`config.mk`:
```
export PLATFORM = sky130hd
export DESIGN_NAME = soft_timer_bank_flat
export DESIGN_NICKNAME = d
export VERILOG_FILES = /design/src/design/stb_pkg.sv /design/src/design/stb_if.sv /design/src/design/stb_front.sv /design/src/design/stb_cmd_queue.sv /design/src/design/stb_engine.sv /design/src/design/soft_timer_bank.sv /design/src/flat_wrapper.sv
export SDC_FILE = /design/constraint.sdc
export NUM_CORES = 2
export LEC_CHECK = 0
export ABC_CLOCK_PERIOD_IN_PS = 10900
export BUFFER_PORTS_ARGS = -buffer_cell sky130_fd_sc_hd__buf_2
export CAP_MARGIN = 20
export CORE_AREA = 2 2 322 324
export CTS_BUF_LIST = sky130_fd_sc_hd__clkbuf_4 sky130_fd_sc_hd__clkbuf_8
export CTS_CLUSTER_DIAMETER = 60
export CTS_CLUSTER_SIZE = 16
export DETAILED_ROUTE_END_ITERATION = 10
export DIE_AREA = 0 0 324 326
export HOLD_SLACK_MARGIN = 0.06
export PLACE_DENSITY = 0.81
export SYNTH_ARGS = -nofsm -noshare
export SYNTH_HDL_FRONTEND = slang
export SYNTH_SLANG_ARGS = --single-unit
export TNS_END_PERCENT = 10
```
`constraint.sdc`:
```
create_clock -name clk -period 10.9 [get_ports clk]
set_input_delay 2.18 -clock clk [delete_from_list [all_inputs] [get_ports clk]]
set_output_delay 2.18 -clock clk [all_outputs]
set_load 0.005 [all_outputs]
```
`src/design/stb_pkg.sv`:
```
// Shared types, codes and defaults for the soft timer bank.
package stb_pkg;

  localparam int NUM_TIMERS_DEF  = 16;
  localparam int DELAY_WIDTH_DEF = 32;

  localparam int CMD_W   = 3;
  localparam int IDX_W   = 4;
  localparam int REP_W   = 17;
  localparam int DLY_W   = 32;
  localparam int KIND_W  = 2;
  localparam int STAT_W  = 2;
  localparam int CNT_W   = 5;

  localparam int MAX_RESULTS = 16;
  localparam int COUNT_SAT   = 31;
  localparam int QUEUE_DEPTH = 2;

  // Command codes
  localparam logic [CMD_W-1:0] CMD_TICK   = 3'd0;
  localparam logic [CMD_W-1:0] CMD_CREATE = 3'd1;
  localparam logic [CMD_W-1:0] CMD_START  = 3'd2;
  localparam logic [CMD_W-1:0] CMD_STOP   = 3'd3;
  localparam logic [CMD_W-1:0] CMD_DELETE = 3'd4;
  localparam logic [CMD_W-1:0] CMD_QUERY  = 3'd5;

  // Result kinds
  localparam logic [KIND_W-1:0] RK_FIRED   = 2'd0;
  localparam logic [KIND_W-1:0] RK_CREATED = 2'd1;
  localparam logic [KIND_W-1:0] RK_COUNTS  = 2'd2;
  localparam logic [KIND_W-1:0] RK_ACK     = 2'd3;

  // Status codes
  localparam logic [STAT_W-1:0] ST_OK        = 2'd0;
  localparam logic [STAT_W-1:0] ST_FULL      = 2'd1;
  localparam logic [STAT_W-1:0] ST_NOT_ALLOC = 2'd2;

  // Slot phases
  localparam logic [1:0] PH_UNUSED   = 2'd0;
  localparam logic [1:0] PH_RUNNING  = 2'd1;
  localparam logic [1:0] PH_COMPLETE = 2'd2;

  typedef struct packed {
    logic [CMD_W-1:0]        cmd;
    logic [IDX_W-1:0]        idx;
    logic                    kind;
    logic signed [REP_W-1:0] rep;
    logic [DLY_W-1:0]        delay;
  } cmd_entry_t;

  typedef struct packed {
    logic       valid;
    cmd_entry_t entry;
  } push_t;

endpackage

```
`src/design/stb_if.sv`:
```
// Handshake channel interfaces for the command and result streams.
interface stb_in_if;
  logic                            valid;
  logic                            ready;
  logic [stb_pkg::CMD_W-1:0]       command;
  logic [stb_pkg::IDX_W-1:0]       timer_index;
  logic                            timer_kind;
  logic signed [stb_pkg::REP_W-1:0] repeat_count;
  logic [stb_pkg::DLY_W-1:0]       delay_ticks;

  modport source (output valid, command, timer_index, timer_kind, repeat_count,
                  delay_ticks, input ready);
  modport sink (input valid, command, timer_index, timer_kind, repeat_count,
                delay_ticks, output ready);
endinterface

interface stb_out_if;
  logic                         valid;
  logic                         ready;
  logic [stb_pkg::KIND_W-1:0]   result_kind;
  logic [stb_pkg::IDX_W-1:0]    slot;
  logic [stb_pkg::STAT_W-1:0]   status;
  logic [stb_pkg::CNT_W-1:0]    unused_count;
  logic [stb_pkg::CNT_W-1:0]    running_count;
  logic [stb_pkg::CNT_W-1:0]    complete_count;
  logic                         last_of_run;

  modport source (output valid, result_kind, slot, status, unused_count, running_count,
                  complete_count, last_of_run, input ready);
  modport sink (input valid, result_kind, slot, status, unused_count, running_count,
                complete_count, last_of_run, output ready);
endinterface

```
`src/design/stb_front.sv`:
```
// Front end: accept command transactions, drop unused codes, push the rest.
module stb_front (
  stb_in_if.sink         in_ch,
  input  logic           q_full,
  output stb_pkg::push_t push
);

  logic cmd_known;

  assign cmd_known  = (in_ch.command <= stb_pkg::CMD_QUERY);
  assign in_ch.ready = !q_full;

  always_comb begin
    push.valid       = in_ch.valid && !q_full && cmd_known;
    push.entry.cmd   = in_ch.command;
    push.entry.idx   = in_ch.timer_index;
    push.entry.kind  = in_ch.timer_kind;
    push.entry.rep   = in_ch.repeat_count;
    push.entry.delay = in_ch.delay_ticks;
  end

endmodule

```
`src/design/stb_cmd_queue.sv`:
```
// Short command queue between the front end and the timer engine.
module stb_cmd_queue (
  input  logic                    clk,
  input  logic                    rst_n,
  input  stb_pkg::push_t          push,
  output logic                    q_full,
  output logic                    q_valid,
  output stb_pkg::cmd_entry_t     q_entry,
  input  logic                    q_pop
);

  localparam int AW = (stb_pkg::QUEUE_DEPTH > 1) ? $clog2(stb_pkg::QUEUE_DEPTH) : 1;
  localparam int NW = $clog2(stb_pkg::QUEUE_DEPTH + 1);

  stb_pkg::cmd_entry_t ent_r [stb_pkg::QUEUE_DEPTH];
  logic [AW-1:0] wr_r, wr_nxt, rd_r, rd_nxt;
  logic [NW-1:0] cnt_r, cnt_nxt;
  logic          do_pop;

  assign q_full  = (cnt_r == NW'(stb_pkg::QUEUE_DEPTH));
  assign q_valid = (cnt_r != '0);
  assign q_entry = ent_r[rd_r];
  assign do_pop  = q_pop && q_valid;

  always_comb begin
    wr_nxt  = wr_r;
    rd_nxt  = rd_r;
    cnt_nxt = cnt_r;
    if (push.valid) begin
      wr_nxt = (wr_r == AW'(stb_pkg::QUEUE_DEPTH - 1)) ? '0 : wr_r + 1'b1;
    end
    if (do_pop) begin
      rd_nxt = (rd_r == AW'(stb_pkg::QUEUE_DEPTH - 1)) ? '0 : rd_r + 1'b1;
    end
    if (push.valid && !do_pop) begin
      cnt_nxt = cnt_r + 1'b1;
    end else if (!push.valid && do_pop) begin
      cnt_nxt = cnt_r - 1'b1;
    end
  end

  always_ff @(posedge clk) begin
    if (!rst_n) begin
      wr_r  <= '0;
      rd_r  <= '0;
      cnt_r <= '0;
    end else begin
      wr_r  <= wr_nxt;
      rd_r  <= rd_nxt;
      cnt_r <= cnt_nxt;
    end
  end

  always_ff @(posedge clk) begin
    if (push.valid) begin
      ent_r[wr_r] <= push.entry;
    end
  end

endmodule

```
`src/design/stb_engine.sv`:
```
// Timer engine: slot table, sweeps for tick and query, and the result register.
module stb_engine #(
  parameter int NUM_TIMERS  = stb_pkg::NUM_TIMERS_DEF,
  parameter int DELAY_WIDTH = stb_pkg::DELAY_WIDTH_DEF
) (
  input  logic                clk,
  input  logic                rst_n,
  input  logic                q_valid,
  input  stb_pkg::cmd_entry_t q_entry,
  output logic                q_pop,
  stb_out_if.source           out_ch
);

  localparam int SW = (NUM_TIMERS > 1) ? $clog2(NUM_TIMERS) : 1;
  localparam int PW = $clog2(NUM_TIMERS + 1);
  localparam int XW = (PW > stb_pkg::IDX_W) ? PW : stb_pkg::IDX_W;
  localparam int QW = (PW > stb_pkg::CNT_W) ? PW : stb_pkg::CNT_W;
  localparam int RW = stb_pkg::REP_W;
  localparam int DW = DELAY_WIDTH;

  localparam logic [2:0] S_IDLE  = 3'd0;
  localparam logic [2:0] S_SLOT  = 3'd1;
  localparam logic [2:0] S_RMW   = 3'd2;
  localparam logic [2:0] S_FIND  = 3'd3;
  localparam logic [2:0] S_SWEEP = 3'd4;
  localparam logic [2:0] S_FLUSH = 3'd5;

  // Slot table
  logic [1:0]          mem_phase [NUM_TIMERS];
  logic                mem_per   [NUM_TIMERS];
  logic signed [RW-1:0] mem_rep  [NUM_TIMERS];
  logic [DW-1:0]       mem_dly   [NUM_TIMERS];
  logic [DW-1:0]       mem_rem   [NUM_TIMERS];

  logic [1:0]           rd_phase;
  logic                 rd_per;
  logic signed [RW-1:0] rd_rep;
  logic [DW-1:0]        rd_dly;
  logic [DW-1:0]        rd_rem;

  logic                 rd_en, mem_we;
  logic [SW-1:0]        rd_addr, mem_wa;
  logic [1:0]           wd_phase;
  logic                 wd_per;
  logic signed [RW-1:0] wd_rep;
  logic [DW-1:0]        wd_dly, wd_rem;

  // Control
  logic [2:0]                state_r, state_nxt;
  stb_pkg::cmd_entry_t       cmd_r, cmd_nxt;
  logic [PW-1:0]             ptr_r, ptr_nxt;
  logic                      proc_v_r, proc_v_nxt;
  logic [SW-1:0]             proc_idx_r, proc_idx_nxt;
  logic [4:0]                nfire_r, nfire_nxt;
  logic                      pend_v_r, pend_v_nxt;
  logic [stb_pkg::IDX_W-1:0] pend_slot_r, pend_slot_nxt;
  logic [PW-1:0]             cu_r, cu_nxt, cr_r, cr_nxt, cc_r, cc_nxt;
  logic [NUM_TIMERS-1:0]     alloc_r, alloc_nxt;

  // Result register
  logic                       out_v_r, out_v_nxt;
  logic [stb_pkg::KIND_W-1:0] out_kind_r;
  logic [stb_pkg::IDX_W-1:0]  out_slot_r;
  logic [stb_pkg::STAT_W-1:0] out_stat_r;
  logic [stb_pkg::CNT_W-1:0]  out_nu_r, out_nr_r, out_nc_r;
  logic                       out_last_r;

  logic                       emit, emit_ok;
  logic [stb_pkg::KIND_W-1:0] e_kind;
  logic [stb_pkg::IDX_W-1:0]  e_slot;
  logic [stb_pkg::STAT_W-1:0] e_stat;
  logic [stb_pkg::CNT_W-1:0]  e_nu, e_nr, e_nc;
  logic                       e_last;

  // Decode helpers
  logic [XW-1:0]  idx_x, ptr_x, proc_x;
  logic [SW-1:0]  cmd_addr, find_addr;
  logic           in_range, slot_ok;
  logic [DW-1:0]  new_dly, rem_dec;
  logic           run, fire, keep, stall;
  logic [1:0]     t_phase;
  logic signed [RW-1:0] t_rep;
  logic [DW-1:0]  t_rem;

  function automatic logic [stb_pkg::CNT_W-1:0] sat_cnt(input logic [PW-1:0] c);
    logic [QW-1:0] cx;
    cx = QW'(c);
    return (cx > QW'(stb_pkg::COUNT_SAT)) ? stb_pkg::CNT_W'(stb_pkg::COUNT_SAT)
                                          : cx[stb_pkg::CNT_W-1:0];
  endfunction

  assign idx_x     = XW'(cmd_r.idx);
  assign ptr_x     = XW'(ptr_r);
  assign proc_x    = XW'(proc_idx_r);
  assign cmd_addr  = idx_x[SW-1:0];
  assign find_addr = ptr_r[SW-1:0];
  assign in_range  = (idx_x < XW'(NUM_TIMERS));
  assign slot_ok   = in_range && alloc_r[cmd_addr];
  assign new_dly   = (DW'(cmd_r.delay) == '0) ? DW'(1) : DW'(cmd_r.delay);
  assign emit_ok   = !out_v_r || out_ch.ready;

  // Tick countdown for the slot in the processing stage
  always_comb begin
    run     = proc_v_r && (cmd_r.cmd == stb_pkg::CMD_TICK) && alloc_r[proc_idx_r]
              && (rd_phase == stb_pkg::PH_RUNNING);
    rem_dec = rd_rem - DW'(1);
    fire    = run && (rem_dec == '0);
    keep    = fire && (nfire_r < 5'(stb_pkg::MAX_RESULTS));
    stall   = keep && pend_v_r && !emit_ok;
    t_phase = rd_phase;
    t_rep   = rd_rep;
    t_rem   = rem_dec;
    if (fire) begin
      if (!rd_per) begin
        t_phase = stb_pkg::PH_COMPLETE;
      end else if (rd_rep < 0) begin
        t_rem = rd_dly;
      end else if (rd_rep > 0) begin
        t_rep = rd_rep - RW'(1);
        t_rem = rd_dly;
      end else begin
        t_phase = stb_pkg::PH_COMPLETE;
      end
    end
  end

  always_comb begin
    state_nxt     = state_r;
    cmd_nxt       = cmd_r;
    ptr_nxt       = ptr_r;
    proc_v_nxt    = proc_v_r;
    proc_idx_nxt  = proc_idx_r;
    nfire_nxt     = nfire_r;
    pend_v_nxt    = pend_v_r;
    pend_slot_nxt = pend_slot_r;
    cu_nxt        = cu_r;
    cr_nxt        = cr_r;
    cc_nxt        = cc_r;
    alloc_nxt     = alloc_r;
    q_pop         = 1'b0;
    rd_en         = 1'b0;
    rd_addr       = find_addr;
    mem_we        = 1'b0;
    mem_wa        = proc_idx_r;
    wd_phase      = t_phase;
    wd_per        = rd_per;
    wd_rep        = t_rep;
    wd_dly        = rd_dly;
    wd_rem        = t_rem;
    emit          = 1'b0;
    e_kind        = stb_pkg::RK_FIRED;
    e_slot        = '0;
    e_stat        = stb_pkg::ST_OK;
    e_nu          = '0;
    e_nr          = '0;
    e_nc          = '0;
    e_last        = 1'b1;

    unique case (state_r)
      S_IDLE: begin
        q_pop = q_valid;
        if (q_valid) begin
          cmd_nxt    = q_entry;
          ptr_nxt    = '0;
          proc_v_nxt = 1'b0;
          nfire_nxt  = '0;
          pend_v_nxt = 1'b0;
          cu_nxt     = '0;
          cr_nxt     = '0;
          cc_nxt     = '0;
          unique case (q_entry.cmd)
            stb_pkg::CMD_TICK, stb_pkg::CMD_QUERY: state_nxt = S_SWEEP;
            stb_pkg::CMD_CREATE:                   state_nxt = S_FIND;
            default:                               state_nxt = S_SLOT;
          endcase
        end
      end

      S_SLOT: begin
        if (!slot_ok || cmd_r.cmd == stb_pkg::CMD_DELETE) begin
          if (emit_ok) begin
            emit   = 1'b1;
            e_kind = stb_pkg::RK_ACK;
            e_slot = cmd_r.idx;
            e_stat = slot_ok ? stb_pkg::ST_OK : stb_pkg::ST_NOT_ALLOC;
            if (slot_ok) begin
              alloc_nxt[cmd_addr] = 1'b0;
            end
            state_nxt = S_IDLE;
          end
        end else begin
          // Fetch the slot word for the phase update
          rd_en     = 1'b1;
          rd_addr   = cmd_addr;
          state_nxt = S_RMW;
        end
      end

      S_RMW: begin
        if (emit_ok) begin
          mem_we   = 1'b1;
          mem_wa   = cmd_addr;
          wd_phase = (cmd_r.cmd == stb_pkg::CMD_START) ? stb_pkg::PH_RUNNING
                                                       : stb_pkg::PH_COMPLETE;
          wd_rep   = rd_rep;
          wd_rem   = rd_rem;
          emit     = 1'b1;
          e_kind   = stb_pkg::RK_ACK;
          e_slot   = cmd_r.idx;
          state_nxt = S_IDLE;
        end
      end

      S_FIND: begin
        if (!alloc_r[find_addr]) begin
          if (emit_ok) begin
            mem_we   = 1'b1;
            mem_wa   = find_addr;
            wd_phase = stb_pkg::PH_UNUSED;
            wd_per   = cmd_r.kind;
            wd_rep   = cmd_r.rep;
            wd_dly   = new_dly;
            wd_rem   = new_dly;
            alloc_nxt[find_addr] = 1'b1;
            emit      = 1'b1;
            e_kind    = stb_pkg::RK_CREATED;
            e_slot    = ptr_x[stb_pkg::IDX_W-1:0];
            state_nxt = S_IDLE;
          end
        end else if (ptr_r == PW'(NUM_TIMERS - 1)) begin
          if (emit_ok) begin
            emit      = 1'b1;
            e_kind    = stb_pkg::RK_ACK;
            e_stat    = stb_pkg::ST_FULL;
            state_nxt = S_IDLE;
          end
        end else begin
          ptr_nxt = ptr_r + 1'b1;
        end
      end

      S_SWEEP: begin
        // Read stage: fetch the next slot unless the processing stage holds
        if (!stall) begin
          if (ptr_r != PW'(NUM_TIMERS)) begin
            rd_en        = 1'b1;
            rd_addr      = find_addr;
            proc_v_nxt   = 1'b1;
            proc_idx_nxt = find_addr;
            ptr_nxt      = ptr_r + 1'b1;
          end else begin
            proc_v_nxt = 1'b0;
          end
        end
        // Processing stage
        if (run && !stall) begin
          mem_we = 1'b1;
          if (keep) begin
            if (pend_v_r) begin
              emit   = 1'b1;
              e_kind = stb_pkg::RK_FIRED;
              e_slot = pend_slot_r;
              e_last = 1'b0;
            end
            pend_v_nxt    = 1'b1;
            pend_slot_nxt = proc_x[stb_pkg::IDX_W-1:0];
            nfire_nxt     = nfire_r + 1'b1;
          end
        end
        if (proc_v_r && cmd_r.cmd == stb_pkg::CMD_QUERY && alloc_r[proc_idx_r]) begin
          if (rd_phase == stb_pkg::PH_UNUSED) begin
            cu_nxt = cu_r + 1'b1;
          end else if (rd_phase == stb_pkg::PH_RUNNING) begin
            cr_nxt = cr_r + 1'b1;
          end else if (rd_phase == stb_pkg::PH_COMPLETE) begin
            cc_nxt = cc_r + 1'b1;
          end
        end
        if (ptr_r == PW'(NUM_TIMERS) && !proc_v_r) begin
          if (cmd_r.cmd == stb_pkg::CMD_TICK) begin
            state_nxt = S_FLUSH;
          end else if (emit_ok) begin
            emit      = 1'b1;
            e_kind    = stb_pkg::RK_COUNTS;
            e_nu      = sat_cnt(cu_r);
            e_nr      = sat_cnt(cr_r);
            e_nc      = sat_cnt(cc_r);
            state_nxt = S_IDLE;
          end
        end
      end

      S_FLUSH: begin
        if (!pend_v_r) begin
          state_nxt = S_IDLE;
        end else if (emit_ok) begin
          emit       = 1'b1;
          e_kind     = stb_pkg::RK_FIRED;
          e_slot     = pend_slot_r;
          pend_v_nxt = 1'b0;
          state_nxt  = S_IDLE;
        end
      end

      default: state_nxt = S_IDLE;
    endcase

    out_v_nxt = emit ? 1'b1 : (out_ch.ready ? 1'b0 : out_v_r);
  end

  always_ff @(posedge clk) begin
    if (!rst_n) begin
      state_r  <= S_IDLE;
      ptr_r    <= '0;
      proc_v_r <= 1'b0;
      nfire_r  <= '0;
      pend_v_r <= 1'b0;
      alloc_r  <= '0;
      out_v_r  <= 1'b0;
    end else begin
      state_r  <= state_nxt;
      ptr_r    <= ptr_nxt;
      proc_v_r <= proc_v_nxt;
      nfire_r  <= nfire_nxt;
      pend_v_r <= pend_v_nxt;
      alloc_r  <= alloc_nxt;
      out_v_r  <= out_v_nxt;
    end
  end

  always_ff @(posedge clk) begin
    cmd_r       <= cmd_nxt;
    proc_idx_r  <= proc_idx_nxt;
    pend_slot_r <= pend_slot_nxt;
    cu_r        <= cu_nxt;
    cr_r        <= cr_nxt;
    cc_r        <= cc_nxt;
    if (emit) begin
      out_kind_r <= e_kind;
      out_slot_r <= e_slot;
      out_stat_r <= e_stat;
      out_nu_r   <= e_nu;
      out_nr_r   <= e_nr;
      out_nc_r   <= e_nc;
      out_last_r <= e_last;
    end
  end

  always_ff @(posedge clk) begin
    if (mem_we) begin
      mem_phase[mem_wa] <= wd_phase;
      mem_per[mem_wa]   <= wd_per;
      mem_rep[mem_wa]   <= wd_rep;
      mem_dly[mem_wa]   <= wd_dly;
      mem_rem[mem_wa]   <= wd_rem;
    end
    if (rd_en) begin
      rd_phase <= mem_phase[rd_addr];
      rd_per   <= mem_per[rd_addr];
      rd_rep   <= mem_rep[rd_addr];
      rd_dly   <= mem_dly[rd_addr];
      rd_rem   <= mem_rem[rd_addr];
    end
  end

  assign out_ch.valid          = out_v_r;
  assign out_ch.result_kind    = out_kind_r;
  assign out_ch.slot           = out_slot_r;
  assign out_ch.status         = out_stat_r;
  assign out_ch.unused_count   = out_nu_r;
  assign out_ch.running_count  = out_nr_r;
  assign out_ch.complete_count = out_nc_r;
  assign out_ch.last_of_run    = out_last_r;

endmodule

```
`src/design/soft_timer_bank.sv`:
```
// Top level of the soft timer bank: front end, command queue and timer engine.
//
// Usage: commands arrive as transactions on in_ch (tick, create, start, stop,
// delete, query); results leave as transactions on out_ch, each carrying
// last_of_run on the final result caused by one command. Commands 6 and 7 are
// accepted and dropped. A tick with no expiring slot returns nothing.
//
// Timing: a command is popped from the two-entry queue while the engine is
// idle. A tick or query sweeps the slot table through one memory read port,
// one slot per cycle unless a held tick result stalls the sweep; a tick ends
// with a closing flush step. Create scans the allocation bits one slot per
// cycle. Start and stop read and write back the slot word; delete and errors
// emit their result without reading it. Results leave from the output
// register.
//
// Reset: all slots free, queue empty, no result pending. The slot table needs
// no clearing pass since the allocation bits gate every read.
//
// Backpressure: while out_ch stalls, steps that emit a result are held; the
// queue keeps accepting until both entries are full, then in_ch.ready drops.
module soft_timer_bank #(
  parameter int NUM_TIMERS  = stb_pkg::NUM_TIMERS_DEF,
  parameter int DELAY_WIDTH = stb_pkg::DELAY_WIDTH_DEF
) (
  input  logic      clk,
  input  logic      rst_n,
  stb_in_if.sink    in_ch,
  stb_out_if.source out_ch
);

  stb_pkg::push_t      push;
  stb_pkg::cmd_entry_t q_entry;
  logic                q_full;
  logic                q_valid;
  logic                q_pop;

  // Decode and drop unknown codes
  stb_front u_front (
    .in_ch  (in_ch),
    .q_full (q_full),
    .push   (push)
  );

  // Decouple the input side from long sweeps
  stb_cmd_queue u_queue (
    .clk     (clk),
    .rst_n   (rst_n),
    .push    (push),
    .q_full  (q_full),
    .q_valid (q_valid),
    .q_entry (q_entry),
    .q_pop   (q_pop)
  );

  // Execute commands against the slot table
  stb_engine #(
    .NUM_TIMERS  (NUM_TIMERS),
    .DELAY_WIDTH (DELAY_WIDTH)
  ) u_engine (
    .clk     (clk),
    .rst_n   (rst_n),
    .q_valid (q_valid),
    .q_entry (q_entry),
    .q_pop   (q_pop),
    .out_ch  (out_ch)
  );

endmodule
```
`src/flat_wrapper.sv`:
```
// flat-port wrapper written by rule: the top's interface ports become plain ports
module soft_timer_bank_flat 
#(
  parameter int NUM_TIMERS  = stb_pkg::NUM_TIMERS_DEF,
  parameter int DELAY_WIDTH = stb_pkg::DELAY_WIDTH_DEF
)
  (clk, rst_n, in_ch_valid, in_ch_command, in_ch_timer_index, in_ch_timer_kind, in_ch_repeat_count, in_ch_delay_ticks, in_ch_ready, out_ch_valid, out_ch_result_kind, out_ch_slot, out_ch_status, out_ch_unused_count, out_ch_running_count, out_ch_complete_count, out_ch_last_of_run, out_ch_ready);
  stb_in_if in_ch_i ();
  stb_out_if out_ch_i ();
  input  logic clk;
  input  logic rst_n;
  input wire logic [$bits(in_ch_i.valid)-1:0] in_ch_valid;
  input wire logic [$bits(in_ch_i.command)-1:0] in_ch_command;
  input wire logic [$bits(in_ch_i.timer_index)-1:0] in_ch_timer_index;
  input wire logic [$bits(in_ch_i.timer_kind)-1:0] in_ch_timer_kind;
  input wire logic [$bits(in_ch_i.repeat_count)-1:0] in_ch_repeat_count;
  input wire logic [$bits(in_ch_i.delay_ticks)-1:0] in_ch_delay_ticks;
  output wire logic [$bits(in_ch_i.ready)-1:0] in_ch_ready;
  output wire logic [$bits(out_ch_i.valid)-1:0] out_ch_valid;
  output wire logic [$bits(out_ch_i.result_kind)-1:0] out_ch_result_kind;
  output wire logic [$bits(out_ch_i.slot)-1:0] out_ch_slot;
  output wire logic [$bits(out_ch_i.status)-1:0] out_ch_status;
  output wire logic [$bits(out_ch_i.unused_count)-1:0] out_ch_unused_count;
  output wire logic [$bits(out_ch_i.running_count)-1:0] out_ch_running_count;
  output wire logic [$bits(out_ch_i.complete_count)-1:0] out_ch_complete_count;
  output wire logic [$bits(out_ch_i.last_of_run)-1:0] out_ch_last_of_run;
  input wire logic [$bits(out_ch_i.ready)-1:0] out_ch_ready;
  assign in_ch_i.valid = in_ch_valid;
  assign in_ch_i.command = in_ch_command;
  assign in_ch_i.timer_index = in_ch_timer_index;
  assign in_ch_i.timer_kind = in_ch_timer_kind;
  assign in_ch_i.repeat_count = in_ch_repeat_count;
  assign in_ch_i.delay_ticks = in_ch_delay_ticks;
  assign in_ch_ready = in_ch_i.ready;
  assign out_ch_valid = out_ch_i.valid;
  assign out_ch_result_kind = out_ch_i.result_kind;
  assign out_ch_slot = out_ch_i.slot;
  assign out_ch_status = out_ch_i.status;
  assign out_ch_unused_count = out_ch_i.unused_count;
  assign out_ch_running_count = out_ch_i.running_count;
  assign out_ch_complete_count = out_ch_i.complete_count;
  assign out_ch_last_of_run = out_ch_i.last_of_run;
  assign out_ch_i.ready = out_ch_ready;
  soft_timer_bank #(.NUM_TIMERS(NUM_TIMERS), .DELAY_WIDTH(DELAY_WIDTH)) u_core (.clk(clk), .rst_n(rst_n), .in_ch(in_ch_i), .out_ch(out_ch_i));
endmodule
```
==> Flow_metrics.wiki <==
{| class="wikitable"
! Metric !! Value
|-
| Vias in the first global route || 35,630
|-
| Number of input and output port buffers inserted || 86
|-
| Final number of setup-violating endpoints || 0
|-
| RSZ-0062 raised after global routing || no
|-
| Portion of the clock cycle consumed by the worst path in the final layout || 52.61%
|-
| Number of antenna violations at the first check in global routing || 5
|-
| Crit path depth || 13
|-
| Achievable Freq || 0.1744 GHz
|-
| Post-route ant nets || 0
|-
| Path class of the lowest-slack min-delay path || reg -> reg
|-
| Number of detailed-routing iterations run before antenna repair || 8
|-
| DRC violation count after routing || 0
|-
| Count of cell types in the netlist || 72
|-
| Met2 wirelength from detailed routing || 74,160 um
|-
| Skew final || 0.04422 ns
|-
| Quantity of gates resized following cts || 0
|-
| Starting DRT DRC Count || 5,121
|-
| Post-synth EDFFs || 1,646
|-
| Sequential fraction of the synthesis area || 75.94%
|-
| Number of placed I/O pins || 87
|-
| CP Class || reg -> reg
|-
| Count of standard-cell rows || 118
|-
| Origin of the critical flop-to-flop path || u_core.u_engine.rd_rem[1]
|-
| Async set-reset flop share out of synthesis || 0%
|-
| Core region area || 0.1026 sq mm
|-
| Worst supply voltage drop on vdd || 169.6 uV
|-
| Launching element type of the critical path || register
|-
| FF-to-FF End || u_core.u_engine.mem_rem[11][30]
|-
| Final-report max-slew violation count || 0
|-
| GRT overflow || 0
|-
| # nets final || 4,051
|-
| Final Hold Slack || 0.4993 ns
|-
| Met3 Wirelength || 15,930 um
|-
| CP endpoint kind || register
|-
| Worst hold path cell count || 2
|-
| DIE AREA || 0.1056 sq mm
|-
| Peak per-stage delay on the critical path || 0.74 ns
|-
| Slew headroom || 25.12%
|-
| Ratio of cells with drive above 1 in the final layout || 11.16%
|-
| P_leak || 25.94 nW
|-
| Layout Cell Area excl Fill || 0.07025 sq mm
|-
| Syn nets || 3,971
|-
| Wire length of the first global-routing pass || 226,500 um
|-
| Most instantiated flip-flop cell in the synthesis netlist || edfxtp_1
|-
| Cts bufs inserted || 120
|-
| Post-route setup TNS || 0 ns
|-
| Sequential Power Share || 61.3%
|-
| FF+latch count, synth || 1,683
|-
| Gate family responsible for the most delay along the worst path || simple AND/OR/NAND/NOR gates
|-
| Initial core utilization || 64.38%
|-
| End point of the critical path || u_core.u_engine.mem_rem[11][30]
|-
| Worst-path cell chain || inv_1, ha_1, nor3b_1, nand3_1, nor2_1, xor2_1, or4_1, nor3_4, a21oi_1, nor2_2, nor3_2, buf_4, buf_4
|-
| Estimated wirelength of the detail-placed design || 89,760 um
|-
| Part of the power in the clock network || 22.2%
|-
| Largest net degree at the start of global routing || 141
|-
| TritonCTS sink count || 1,683
|-
| Total number of yosys warnings || 0
|-
| Count of H-tree levels built during CTS || 3
|-
| Mean cell area of the mapped netlist || 16.97 sq um
|-
| Routability Congestion || 0.9238
|-
| Detailed-route wire length || 155,000 um
|-
| WL per Instance || 28.78 um
|-
| Area growth syn-to-layout || 6.331%
|-
| Synthesized instance count || 3,893
|-
| Max Buffers Root-to-Sink || 3
|-
| Final Critical Period || 5.735 ns
|-
| Fraction of power consumed by combinational cells || 16.5%
|-
| Total global routing track utilization || 29.25%
|-
| Count of vias placed by the detailed router || 36,400
|-
| Result of the run || complete, no violations
|-
| Worst Max-Slew Pin Slew || 1.123 ns
|-
| Placement-stage cell area || 0.06816 sq mm
|-
| Internal power of the cells || 9.781 mW
|-
| Cell Area, Synth || 0.06606 sq mm
|-
| TritonCTS clock tree || done
|-
| Wire length the detailed router placed on met1 || 57,800 um
|-
| Switch share || 27.55%
|-
| Net load switching power || 3.719 mW
|-
| Clock Pin Slew Worst Setup and Hold Paths || 0.10 ns
|-
| Root Buffer Master || clkbuf_8
|-
| Worst reg2reg path depth || 13
|-
| Critical path's most frequent cell || buf_4
|-
| Clk Latency, worst-skew pair || 0.84 ns
|-
| Post-CTS setup buffer count || 0
|-
| Critical Path RT || 11.35 ns
|-
| Number of maximum-capacitance constraint violations || 0
|-
| Die extent in y || 326 um
|-
| Ratio of total power to cell area || 192.2 mW/mm^2
|-
| Setup slack of the most critical reg-to-reg path || 5.17 ns
|-
| Data arrival time of the critical path || 6.18 ns
|-
| Total count of hold-check failures in the final report || 0
|-
| Cell with the largest stage delay on the worst path || nor2_2
|-
| Ratio of routed vias to standard cells || 6.756
|-
| Top layer used by detailed routing || met5
|-
| Number of buffer and inverter stages on the critical path || 3
|-
| Die outline width || 324 um
|-
| Worst-path fanout max || 47
|-
| Hold-fix buffers, CTS || 0
|-
| Startpoint of the worst setup timing path || u_core.u_engine.rd_rem[1]
|}
[worst min-delay path, cell delays in order, from the launching register on]
cell,delay (ns)
dfxtp_1,0.33
nand4_1,0.07
o31ai_1,0.06
[worst min path at each step]
stage,from,end,slack (ns)
floorplan,u_core.u_engine.proc_idx_r[0],u_core.u_engine.pend_slot_r[0],0.42
global placement,u_core.u_engine.ptr_r[4],u_core.u_engine.ptr_r[4],0.48
detailed placement,u_core.u_engine.ptr_r[4],u_core.u_engine.ptr_r[4],0.48
CTS,u_core.u_engine.ptr_r[4],u_core.u_engine.ptr_r[4],0.50
global route,u_core.u_engine.ptr_r[4],u_core.u_engine.ptr_r[4],0.53
finish,u_core.u_engine.ptr_r[4],u_core.u_engine.ptr_r[4],0.50
[per-layer routing]
metal | global-route usage [%] | up-vias
met5 | 0 | -
met4 | 12.41 | 4
met3 | 5.446 | 387
met2 | 46.44 | 2194
met1 | 40.28 | 18210
li1 | - | 15610
[metrics by stage]
step,cells,util (%),power [mW],setup WS (ns)
final,5388,68.46,13.50,5.165
after detailed placement,5222,66.43,10.58,4.662
after global placement,5222,66.43,10.51,4.652
after global routing,5387,68.46,13.90,4.973
after CTS,5377,68.35,13.45,5.347
after floorplan,3893,-,9.769,0.8576
[cells in the mapped netlist (all sizes together), types with 6 or more instances]
master  number  area, sq um
a41oi        6        52.55
mux4        10        225.2
nand4       14        93.84
o22ai      336         2102
a31oi       18        112.6
nor2b        9        56.30
a21oi       57        285.3
and3        20        125.1
a22oi        7        52.55
nand2      209        784.5
edfxtp    1646        49430
o21ai       61        305.3
mux2        57        641.9
a222oi       8        80.08
o211ai      11        82.58
buf        126        584.3
nor3        61        331.6
xnor2       13        113.9
nand3       49        245.2
xor2        13        113.9
nor4        22        152.7
or4         99        754.5
nand2b      16        100.1
a221oi       6        52.55
nor2        79        299.0
dfxtp       37        740.7
ha          17        212.7
mux2i      681         6817
inv         25        93.84
or3         11        68.82
and2        20        125.1
clkbuf      90        337.8
[cell families after synthesis]
family / after synthesis / share of synthesized area [%]
AO/OA/AOI/OAI: 549 / 5.239
XOR/XNOR: 26 / 0.3447
adder cells (fa/ha/maj): 17 / 0.3220
buffers and inverters: 242 / 1.544
flip-flops: 1683 / 75.94
multiplexers: 748 / 11.63
AND/OR/NAND/NOR: 628 / 4.981
[area by class of cell]
class / instances / area [sq um]
Sequential cell: 1683 / 50170
Inverter: 26 / 97.59
Timing Repair Buffer: 174 / 1166
Clock inverter: 19 / 187.7
Fill cell: 6451 / 32360
Antenna cell: 2 / 5.005
Clock buffer: 136 / 1784
Multi-Input combinational cell: 1968 / 15110
Tap cell: 1380 / 1727
[placed cells by master (no fill, tap or decap), types with 7 or more instances in the layout]
cell / instances
edfxtp_1: 1646
mux2i_1: 680
o22ai_1: 336
nand2_1: 207
clkbuf_8: 122
or4_1: 96
buf_2: 87
buf_4: 82
nor2_1: 77
o21ai_0: 58
mux2_2: 57
a21oi_1: 57
nand3_1: 49
nor3_1: 40
dfxtp_1: 36
inv_1: 24
nor4_1: 21
and3_1: 20
nor3_2: 20
and2_1: 19
ha_1: 17
nand2b_1: 16
clkbuf_4: 14
xnor2_1: 13
nand4_1: 13
xor2_1: 13
a31oi_1: 12
or3_1: 11
o211ai_1: 11
mux4_2: 10
nor2b_1: 8
a222oi_1: 8
a22oi_1: 7
[registers in the layout, indices dropped and copies added, names as in the netlist, 16 cells and up, named ones only]
| register | cells |
|---|---|
| u_core.u_engine.alloc_r | 16 |
| u_core.u_engine.cmd_r | 53 |
| u_core.u_engine.mem_dly | 512 |
| u_core.u_engine.mem_per | 16 |
| u_core.u_engine.mem_phase | 32 |
| u_core.u_engine.mem_rem | 512 |
| u_core.u_engine.mem_rep | 272 |
| u_core.u_engine.rd_dly | 32 |
| u_core.u_engine.rd_rem | 32 |
| u_core.u_engine.rd_rep | 17 |
| u_core.u_queue.ent_r | 114 |
[power by group through the flow]
stage               clock, mW  sequential (mW)  combinational (mW)
floorplan                   0             8.22                1.54
global placement            0             8.39                2.11
detailed placement          0             8.41                2.17
CTS                      3.02             8.26                2.18
global route             3.23             8.30                2.37
finish                   3.00             8.27                2.23
Note: power is estimated with default switching activity, not from simulation.
